**config.mk**
```make
export PLATFORM = sky130hd
export DESIGN_NAME = multistream_segment_deframer
export DESIGN_NICKNAME = d
export VERILOG_FILES = /design/src/rtl/msd_pkg.sv /design/src/rtl/multistream_segment_deframer.sv
export SDC_FILE = /design/constraint.sdc
export NUM_CORES = 1
export LEC_CHECK = 0
export ABC_AREA = 1
export BUFFER_PORTS_ARGS = -buffer_cell sky130_fd_sc_hd__buf_2
export CAP_MARGIN = 20
export CORE_MARGIN = 2
export CORE_UTILIZATION = 26
export CTS_CLUSTER_SIZE = 40
export DETAILED_ROUTE_END_ITERATION = 16
export GPL_TIMING_DRIVEN = 0
export SYNTH_ARGS = -nofsm -noshare
export SYNTH_HDL_FRONTEND = slang
export SYNTH_SLANG_ARGS = --single-unit
```
**constraint.sdc**
```tcl
create_clock -name i_clk -period 4.4 [get_ports i_clk]
set_input_delay 0.66 -clock i_clk [delete_from_list [all_inputs] [get_ports i_clk]]
set_output_delay 0.66 -clock i_clk [all_outputs]
set_load 0.02 [all_outputs]
```
**src/rtl/msd_pkg.sv**
```systemverilog
// Shared codes, constants and helpers of the multistream segment deframer.
package msd_pkg;

    // Sub-stream count that is rejected as too many (and ids at or above it).
    localparam int MAX_STREAMS = 32;

    localparam logic [7:0] MAGIC_B0 = 8'h53;  // 'S'
    localparam logic [7:0] MAGIC_B1 = 8'h47;  // 'G'
    localparam logic [7:0] MAGIC_B2 = 8'h49;  // 'I'
    localparam logic [7:0] MAGIC_B3 = 8'h00;

    localparam logic [7:0] ID_FIELD_MASK  = 8'hf8;
    localparam logic [7:0] SRC_FIELD_MASK = 8'h07;

    localparam logic [3:0] SOURCE_LIMIT_RESET = 4'd8;

    typedef enum logic [1:0] {
        KIND_PAYLOAD = 2'd0,
        KIND_MASK    = 2'd1,
        KIND_EMPTY   = 2'd2,
        KIND_ERROR   = 2'd3
    } t_kind;

    typedef enum logic [2:0] {
        ERR_BAD_MAGIC    = 3'd0,
        ERR_TOO_MANY     = 3'd1,
        ERR_BAD_ID       = 3'd2,
        ERR_BAD_SOURCE   = 3'd3,
        ERR_RESERVED_SET = 3'd4
    } t_err;

    function automatic logic [3:0] popcount8(input logic [7:0] v);
        logic [3:0] n;
        n = 4'd0;
        for (int k = 0; k < 8; k++) begin
            n = n + {3'd0, v[k]};
        end
        return n;
    endfunction

endpackage

```
**src/rtl/multistream_segment_deframer.sv**
```systemverilog
// Multistream segment deframer: byte-serial segment parser with a registered result.
//
// Input channel: one raw byte per transfer on i_data_byte (i_in_valid / o_in_ready).
// Output channel: at most one result per input byte (o_out_valid / i_out_ready):
//   a payload byte tagged with stream id, source and last flag, the received
//   stream mask with its set-bit count, an empty sub-stream marker, or an error.
// Fields that do not belong to the result kind read as zero.
// Configuration: i_cfg_wr_en writes i_cfg_wr_data into the source limit
//   register; write it only while the block is idle.
// Output: a result is registered and appears in the cycle after the byte that causes it is taken.
// Throughput: one byte per cycle while the result register is not stalled; the parse
//   step for a byte (one field update, one 32-bit decrement, a running set-bit count)
//   sits between the parser state registers and the result register.
// A stalled receiver holds the result register; a new byte is still taken in
//   the cycle the pending result is transferred. Errors drop back to the magic
//   search.
// Reset: synchronous, active low; returns to the magic search, empties the
//   result register and sets the source limit to 8.
module multistream_segment_deframer
    import msd_pkg::*;
(
    input  logic        i_clk,
    input  logic        i_rst_n,
    input  logic        i_cfg_wr_en,
    input  logic [3:0]  i_cfg_wr_data,
    input  logic        i_in_valid,
    output logic        o_in_ready,
    input  logic [7:0]  i_data_byte,
    output logic        o_out_valid,
    input  logic        i_out_ready,
    output logic [1:0]  o_kind,
    output logic [4:0]  o_stream_id,
    output logic [2:0]  o_source_code,
    output logic [7:0]  o_payload_byte,
    output logic        o_last,
    output logic [31:0] o_stream_mask,
    output logic [5:0]  o_stream_count,
    output logic [2:0]  o_error_code
);

    typedef enum logic [1:0] {
        PH_MAGIC  = 2'd0,
        PH_MASK   = 2'd1,
        PH_HEADER = 2'd2,
        PH_DATA   = 2'd3
    } t_phase;

    localparam logic [5:0] MAX_STREAMS_W = 6'(MAX_STREAMS);

    t_phase      r_phase, n_phase;
    logic [2:0]  r_idx, n_idx;
    logic [31:0] r_asm, n_asm;
    logic [5:0]  r_cnt_acc, n_cnt_acc;
    logic [5:0]  r_streams_left, n_streams_left;
    logic [4:0]  r_cur_id, n_cur_id;
    logic [2:0]  r_cur_src, n_cur_src;
    logic [31:0] r_bytes_left, n_bytes_left;
    logic [3:0]  r_source_limit;

    logic        r_out_valid;
    t_kind       r_kind, n_kind;
    logic [4:0]  r_stream_id, n_stream_id;
    logic [2:0]  r_source_code, n_source_code;
    logic [7:0]  r_payload_byte, n_payload_byte;
    logic        r_last, n_last;
    logic [31:0] r_stream_mask, n_stream_mask;
    logic [5:0]  r_stream_count, n_stream_count;
    t_err        r_error_code, n_error_code;
    logic        n_has_result;

    logic        in_fire;
    logic [7:0]  want;
    logic [1:0]  mask_lane;
    logic [2:0]  hpos;
    logic [1:0]  len_lane;
    logic [31:0] asm_mask, asm_len;
    logic [5:0]  cnt_total;
    logic [4:0]  hdr_id;
    logic [2:0]  hdr_src;
    logic [5:0]  left_dec;

    assign o_in_ready = !r_out_valid || i_out_ready;
    assign in_fire    = i_in_valid && o_in_ready;

    always_comb begin
        unique case (r_idx[1:0])
            2'd0:    want = MAGIC_B0;
            2'd1:    want = MAGIC_B1;
            2'd2:    want = MAGIC_B2;
            default: want = MAGIC_B3;
        endcase
    end

    assign mask_lane = (r_idx > 3'd3) ? 2'd3 : r_idx[1:0];
    assign hpos      = (r_idx > 3'd5) ? 3'd5 : r_idx;
    assign len_lane  = 2'(hpos - 3'd2);
    assign asm_mask  = r_asm | (32'(i_data_byte) << {mask_lane, 3'b000});
    assign asm_len   = r_asm | (32'(i_data_byte) << {len_lane, 3'b000});
    assign cnt_total = r_cnt_acc + {2'd0, popcount8(i_data_byte)};
    assign hdr_id    = 5'((i_data_byte & ID_FIELD_MASK) >> 3);
    assign hdr_src   = 3'(i_data_byte & SRC_FIELD_MASK);
    assign left_dec  = r_streams_left - 6'd1;

    always_comb begin
        n_phase        = r_phase;
        n_idx          = r_idx;
        n_asm          = r_asm;
        n_cnt_acc      = r_cnt_acc;
        n_streams_left = r_streams_left;
        n_cur_id       = r_cur_id;
        n_cur_src      = r_cur_src;
        n_bytes_left   = r_bytes_left;
        n_has_result   = 1'b0;
        n_kind         = KIND_PAYLOAD;
        n_stream_id    = 5'd0;
        n_source_code  = 3'd0;
        n_payload_byte = 8'd0;
        n_last         = 1'b0;
        n_stream_mask  = 32'd0;
        n_stream_count = 6'd0;
        n_error_code   = ERR_BAD_MAGIC;

        unique case (r_phase)
            PH_MAGIC: begin
                if (r_idx > 3'd3 || i_data_byte != want) begin
                    n_has_result = 1'b1;
                    n_kind       = KIND_ERROR;
                    n_error_code = ERR_BAD_MAGIC;
                    n_idx        = 3'd0;
                    n_asm        = 32'd0;
                end else if (r_idx < 3'd3) begin
                    n_idx = r_idx + 3'd1;
                end else begin
                    n_phase   = PH_MASK;
                    n_idx     = 3'd0;
                    n_asm     = 32'd0;
                    n_cnt_acc = 6'd0;
                end
            end
            PH_MASK: begin
                n_asm     = asm_mask;
                n_cnt_acc = cnt_total;
                if (mask_lane != 2'd3) begin
                    n_idx = {1'b0, mask_lane} + 3'd1;
                end else if (cnt_total >= MAX_STREAMS_W) begin
                    n_has_result = 1'b1;
                    n_kind       = KIND_ERROR;
                    n_error_code = ERR_TOO_MANY;
                    n_phase      = PH_MAGIC;
                    n_idx        = 3'd0;
                    n_asm        = 32'd0;
                end else begin
                    n_has_result   = 1'b1;
                    n_kind         = KIND_MASK;
                    n_stream_mask  = asm_mask;
                    n_stream_count = cnt_total;
                    n_idx          = 3'd0;
                    n_asm          = 32'd0;
                    if (cnt_total == 6'd0) begin
                        n_phase = PH_MAGIC;
                    end else begin
                        n_streams_left = cnt_total;
                        n_phase        = PH_HEADER;
                    end
                end
            end
            PH_HEADER: begin
                if (hpos == 3'd0) begin
                    if ({1'b0, hdr_id} >= MAX_STREAMS_W) begin
                        n_has_result = 1'b1;
                        n_kind       = KIND_ERROR;
                        n_error_code = ERR_BAD_ID;
                        n_phase      = PH_MAGIC;
                        n_idx        = 3'd0;
                        n_asm        = 32'd0;
                    end else if ({1'b0, hdr_src} >= r_source_limit) begin
                        n_has_result = 1'b1;
                        n_kind       = KIND_ERROR;
                        n_error_code = ERR_BAD_SOURCE;
                        n_phase      = PH_MAGIC;
                        n_idx        = 3'd0;
                        n_asm        = 32'd0;
                    end else begin
                        n_cur_id  = hdr_id;
                        n_cur_src = hdr_src;
                        n_asm     = 32'd0;
                        n_idx     = 3'd1;
                    end
                end else if (hpos == 3'd1) begin
                    if (i_data_byte != 8'd0) begin
                        n_has_result = 1'b1;
                        n_kind       = KIND_ERROR;
                        n_error_code = ERR_RESERVED_SET;
                        n_phase      = PH_MAGIC;
                        n_idx        = 3'd0;
                        n_asm        = 32'd0;
                    end else begin
                        n_idx = 3'd2;
                    end
                end else if (hpos < 3'd5) begin
                    n_asm = asm_len;
                    n_idx = hpos + 3'd1;
                end else begin
                    n_bytes_left = asm_len;
                    n_idx        = 3'd0;
                    n_asm        = 32'd0;
                    if (asm_len == 32'd0) begin
                        // zero-length sub-stream: mark it and close it out
                        n_has_result   = 1'b1;
                        n_kind         = KIND_EMPTY;
                        n_stream_id    = r_cur_id;
                        n_source_code  = r_cur_src;
                        n_streams_left = left_dec;
                        n_phase        = (left_dec != 6'd0) ? PH_HEADER : PH_MAGIC;
                    end else begin
                        n_phase = PH_DATA;
                    end
                end
            end
            PH_DATA: begin
                n_has_result   = 1'b1;
                n_kind         = KIND_PAYLOAD;
                n_stream_id    = r_cur_id;
                n_source_code  = r_cur_src;
                n_payload_byte = i_data_byte;
                if (r_bytes_left <= 32'd1) begin
                    n_last         = 1'b1;
                    n_bytes_left   = 32'd0;
                    n_streams_left = left_dec;
                    n_idx          = 3'd0;
                    n_asm          = 32'd0;
                    n_phase        = (left_dec != 6'd0) ? PH_HEADER : PH_MAGIC;
                end else begin
                    n_bytes_left = r_bytes_left - 32'd1;
                end
            end
            default: begin
                n_phase = PH_MAGIC;
            end
        endcase
    end

    always_ff @(posedge i_clk) begin
        if (!i_rst_n) begin
            r_phase        <= PH_MAGIC;
            r_idx          <= 3'd0;
            r_asm          <= 32'd0;
            r_cnt_acc      <= 6'd0;
            r_streams_left <= 6'd0;
            r_cur_id       <= 5'd0;
            r_cur_src      <= 3'd0;
            r_bytes_left   <= 32'd0;
            r_source_limit <= SOURCE_LIMIT_RESET;
            r_out_valid    <= 1'b0;
        end else begin
            if (i_cfg_wr_en) begin
                r_source_limit <= i_cfg_wr_data;
            end
            if (in_fire) begin
                r_phase        <= n_phase;
                r_idx          <= n_idx;
                r_asm          <= n_asm;
                r_cnt_acc      <= n_cnt_acc;
                r_streams_left <= n_streams_left;
                r_cur_id       <= n_cur_id;
                r_cur_src      <= n_cur_src;
                r_bytes_left   <= n_bytes_left;
                r_out_valid    <= n_has_result;
            end else if (i_out_ready) begin
                r_out_valid <= 1'b0;
            end
        end
    end

    // Result payload: load only with a new result, hold while stalled.
    always_ff @(posedge i_clk) begin
        if (in_fire && n_has_result) begin
            r_kind         <= n_kind;
            r_stream_id    <= n_stream_id;
            r_source_code  <= n_source_code;
            r_payload_byte <= n_payload_byte;
            r_last         <= n_last;
            r_stream_mask  <= n_stream_mask;
            r_stream_count <= n_stream_count;
            r_error_code   <= n_error_code;
        end
    end

    assign o_out_valid    = r_out_valid;
    assign o_kind         = r_kind;
    assign o_stream_id    = r_stream_id;
    assign o_source_code  = r_source_code;
    assign o_payload_byte = r_payload_byte;
    assign o_last         = r_last;
    assign o_stream_mask  = r_stream_mask;
    assign o_stream_count = r_stream_count;
    assign o_error_code   = r_error_code;

endmodule

```
## Word-level counts from Yosys, hierarchy flattened

Cells that the tools add are included.
Widths: inputs -> output; s select.

| storage, ports and cells | value |
|---|---|
| register bits after elaboration | 154 |
| input bits | 17 |
| output and inout bits | 62 |
| logic and storage cells | 183 |

| cells by class | value |
|---|---|
| add/subtract/negate cells | 14 |
| $lt $le $gt $ge | 7 |
| eq/ne operators | 22 |
| shift operators | 2 |
| muxes and demuxes | 92 |
| bitwise gates (word level) | 4 |
| reductions and logical operators | 24 |

Operators with widths:

| cell | number |
|---|---|
| $mux 32 | 12 |
| $pmux 32 s4 | 1 |
| $or 32x32->32 | 2 |
| $pmux 32 s2 | 1 |
| $shl 8x5->32 | 2 |
| $mux 6 | 10 |
| $mux 2 | 25 |
| $mux 3 | 15 |
| $le 32x1->1 const B | 1 |
| $logic_not 32->1 | 1 |
| $sub 32x1->32 const B | 1 |
| $ne 2x2->1 const B | 11 |
| $pmux 7 s3 | 1 |
| $mux 5 | 4 |
| $pmux 6 s3 | 1 |
| $add 4x1->4 | 4 |
| $pmux 2 s4 | 2 |
| $mux 1 | 14 |
| $pmux 3 s2 | 2 |
| $pmux 3 s4 | 1 |
| $pmux 6 s2 | 1 |
| $reduce_and 4->1 | 3 |
| $pmux 5 s2 | 1 |
| $reduce_and 10->1 | 1 |
| other kinds (36) | 48 |

## Depth between registers and ports, before layout

| depth | value |
|---|---|
| depth in word-level cells | 13 |
| gate-level depth with buffers | 18 |
| mapped depth without buffers | 18 |

## Least setup slack after synthesis

No wires, ideal clock.

| timing | value |
|---|---|
| kind | input-to-reg |
| start | input port i_data_byte[0] |
| end | register r_streams_left[2] |
| setup time | 0.133 ns |
| data arrival time | 3.919 ns |
| required time | 4.267 ns |
| slack | 0.348 ns |
| stages | 13 |
| buffers on the path | 0 |
| cell sequence | fa_1 -> inv_1 -> fa_1 -> fa_1 -> fa_1 -> fa_1 -> o21ai_0 -> xor2_1 -> nor2_1 -> nand2_1 -> nand3_4 -> nor2_1 -> nor3b_2 |

| between the ends | value |
|---|---|
| cells in the longest elaborated chain, start to end | 12 |
| elaborated cells on any way between the ends | 21 |

RTL lines:

| what | line | text |
|---|---|---|
| from (decl) | multistream_segment_deframer.sv:28 | `input logic [7:0] i_data_byte,` |
| parallel branches: the longest is 12 deep, another holds $add 6x4->6 | - |  |
| to (signal assigned) | multistream_segment_deframer.sv:264 | `r_streams_left <= n_streams_left;` |
| to (decl) | multistream_segment_deframer.sv:54 | `logic [5:0] r_streams_left, n_streams_left;` |

Several ways; the timed one is not identified. The select of a mux whose other input is x is not followed.
A chain may end at the register's enable or synchronous reset.

## Worst setup path in the final report

| timing | value |
|---|---|
| start | input port i_data_byte[1] |
| end | register r_streams_left[5] |

Same word-level chain as after synthesis.

==> results.yml <==
outcome:
  status: "complete, no violations"
route:
  firstDrtPassIters: 5
  drc: 0
  drtIter0Drc: 812
  wl_um: 29300
  vias_per_cell: 4.83
  ant_nets: 0
  wl_per_cell_um: 16.5
  vias: 8599
critical_path:
  required_ns: 4.70
  startpoint_type: "input port"
  slowest_delay_ns: 0.48
  critPathMaxFanout: 10
  critPathSlowestCell: "fa_1"
  end_kind: "flop"
  arrival_ns: 4.46
  critPathKind: "input port to flop"
  crit_top_cell: "fa_1"
  crit_chain: "buf_2 -> fa_1 -> inv_1 -> fa_1 -> fa_1 -> fa_1 -> fa_1 -> xnor2_1 -> inv_1 -> nand4_1 -> nor2_1 -> nand2_1 -> nand3_4 -> nor2_1 -> nor3b_2"
yosys:
  synth_fa_ha_area_share_pct: 4.66
  synth_top_area_share_pct: 20.6
  synthFlopType: "dfxtp_1"
  yosysUniqueCellTypes: 51
  synth_xor_area_share_pct: 2.21
  synth_top_family_by_area: "simple AND/OR/NAND/NOR gates"
  synth_edf_count: 60
  yosysSeqAreaShare_pct: 40.3
  syn-num-nets: 1261
  synth_top_area_cell: "dfxtp_1"
  synthTopCellsByCount: "nand2_1, a21oi_1, nor2_1"
  syn_area_per_cell_um2: 7.53
  netlist_instances: 1213
  ys_seq_elements: 154
  muxShareOfSynthArea_pct: 0
  syn-cell-area_um2: 9130
  synth_compound_area_share_pct: 16.8
  synth.most_common_cell: "nand2_1"
  yosys_warnings: 0
  synthSimpleGateAreaFrac_pct: 27.5
  netlist_top_cells_area: "dfxtp_1, edfxtp_1, nand2_1"
  async_reset_ff_share_pct: 0
pwr:
  power_frac_seq_pct: 45.1
  power.total_mw: 3.38
  clockPowerShare_pct: 42.6
  share_comb_of_total_power_pct: 12.4
  p_leak_nw: 4.43
  p_sw_share_pct: 28.5
  pwr_density_cell_nw_per_um2: 316
  ir_worst_vdd_mv: 0.238
  p_int_mw: 2.41
  switchingPower_uw: 962
floorplan:
  dieArea_um2: 36600
  die_h_um: 191
  ios: 79
  dieWidth_um: 191
  initial_utilization_pct: 26.4
  coreArea_um2: 34500
  fp-row-count: 68
final_layout:
  finalNonFillerCells: 1780
  drive_above_1_share_pct: 17.1
  final_core_util_pct: 30.9
  syn2layout_area_growth_pct: 17.0
  final_nets: 1359
cts:
  clock-sinks: 154
  cts-root-buf: "clkbuf_16"
  cts_tree: "built"
  clk_latency_ns: 0.45
  h-tree-depth: 4
  cts_made_buffers: 17
  path_clk_slew_ns: 0.07
  cts_buffer_depth: 2
  holdBufCountCts: 0
global_routing:
  grt_antenna_before_repair: 1
  first_global_vias: 8059
  grt_pass1_wl_um: 44800
  grt_remaining_overflow: 0
  track_usage_pct: 16.1
  grt_max_degree: 47
timing:
  rsz0062_at_grt: "no"
  period_share_pct: 94.6
  fin_crit_ns: 4.16
  relSlewSlack_pct: 44.6
  setup_violations: 0
  tightestPinTransition_ns: 0.823
  holdWs_ns: 0.464
  fin_tns_setup_ns: 0
  fmax_ghz: 0.240
  skew_ns: 0.0189
  hold_viol: 0
  finalMaxSlewViolations: 0
run:
  maxCapViolations: 0
min_path:
  hold_class: "input port to flop"
placed_design:
  portBuffers: 77
  dp.cells: 1746
  post-dp-hpwl_um: 22200
  routabilityCongestion: 0.937
layout by cell type, fill, tap and decap left out, drive strengths merged:
cell      count
o211a         2
nand4        31
a21oi       146
o21ai        79
nand3        52
clkbuf       47
diode         1
a211oi        3
nor3b         3
o21a          1
clkinv        7
xnor2         9
dfxtp        94
edfxtp       60
o31ai         9
a221oi        6
nand3b        4
inv         140
ha           26
nor2        165
fa            5
a31o          1
nor4          5
clkinvlp      2
or2          16
nand2       248
o21bai        8
or4           1
nor3          9
conb          1
buf         107
o22ai         2
o211ai        2
a31oi        19
xor2         14
layout make-up:
type / count / area [um2]
diodes: 1 / 2.50
plain buffers: 54 / 264
multi-input cells: 867 / 4670
clock buffers: 21 / 483
flip-flops and latches: 154 / 3680
well taps: 455 / 569
fillers: 3756 / 23900
clock inverters: 11 / 82.6
repair buffers: 79 / 413
inverters: 138 / 518
power groups by stage:
stage          clock [mW]  combinational [mW]  sequential [mW]
6_report             1.44               0.417             1.52
5_1_grt              1.51               0.452             1.52
4_1_cts              1.46               0.414             1.52
3_5_place_dp            0               0.411             1.55
3_3_place_gp            0               0.409             1.56
2_1_floorplan           0               0.222             1.59
metal layers:
metal / GRT usage, % / wire length [um] / vias up
met5: 0 / 13 / -
met1: 20.6 / 12900 / 3969
met4: 7.81 / 1020 / 2
met2: 25.6 / 13300 / 321
li1: - / - / 4244
met3: 3.67 / 2120 / 63
cells by family after synthesis:
| logic type | count (synthesis) |
|---|---|
| AO/OA/AOI/OAI | 278 |
| flip-flops | 154 |
| XOR/XNOR | 23 |
| AND/OR/NAND/NOR | 534 |
| adder cells (fa/ha/maj) | 31 |
| other | 1 |
| buffers and inverters | 192 |
per-stage QoR:
stage	setup WS [ns]	cell area [um2]
2_1_floorplan	0.348	9130
3_3_place_gp	-0.336	10100
3_5_place_dp	-0.420	10100
4_1_cts	0.0445	10700
5_1_grt	0.00978	10700
6_report	0.237	10700
state kept, by name (all words and copies together), names as in the netlist:
register,count
o_source_code,3
r_cur_id,5
o_last,1
r_phase,2
r_streams_left,6
r_cnt_acc,6
o_payload_byte,8
r_bytes_left,32
o_kind,2
r_cur_src,3
r_source_limit,4
r_asm,32
o_error_code,3
o_stream_id,5
o_stream_mask,32
o_out_valid,1
o_stream_count,6
r_idx,3
worst max-delay path: cells and delay by family:
family	cells	cell delay [ns]
adder cells (fa/ha/maj)	5	2.20
AND/OR/NAND/NOR	6	0.73
buffers and inverters	3	0.52
XOR/XNOR	1	0.34
final timing paths:
check	start	end	slack [ns]	cells past startpoint
worst min register to register	r_asm[29]	r_asm[29]	0.47	2
worst max-delay path	i_data_byte[1]	r_streams_left[5]	0.24	15
worst min-delay path	i_cfg_wr_data[3]	r_source_limit[3]	0.46	3
worst max register to register	r_idx[0]	r_asm[7]	0.64	14
what timing repair did:
action / 4_1_cts / 5_1_grt
setup endpoints to repair: 0 / 32
resized for setup: 0 / 3
setup buffers: 0 / 1
Note: power is estimated with default switching activity, not from simulation.
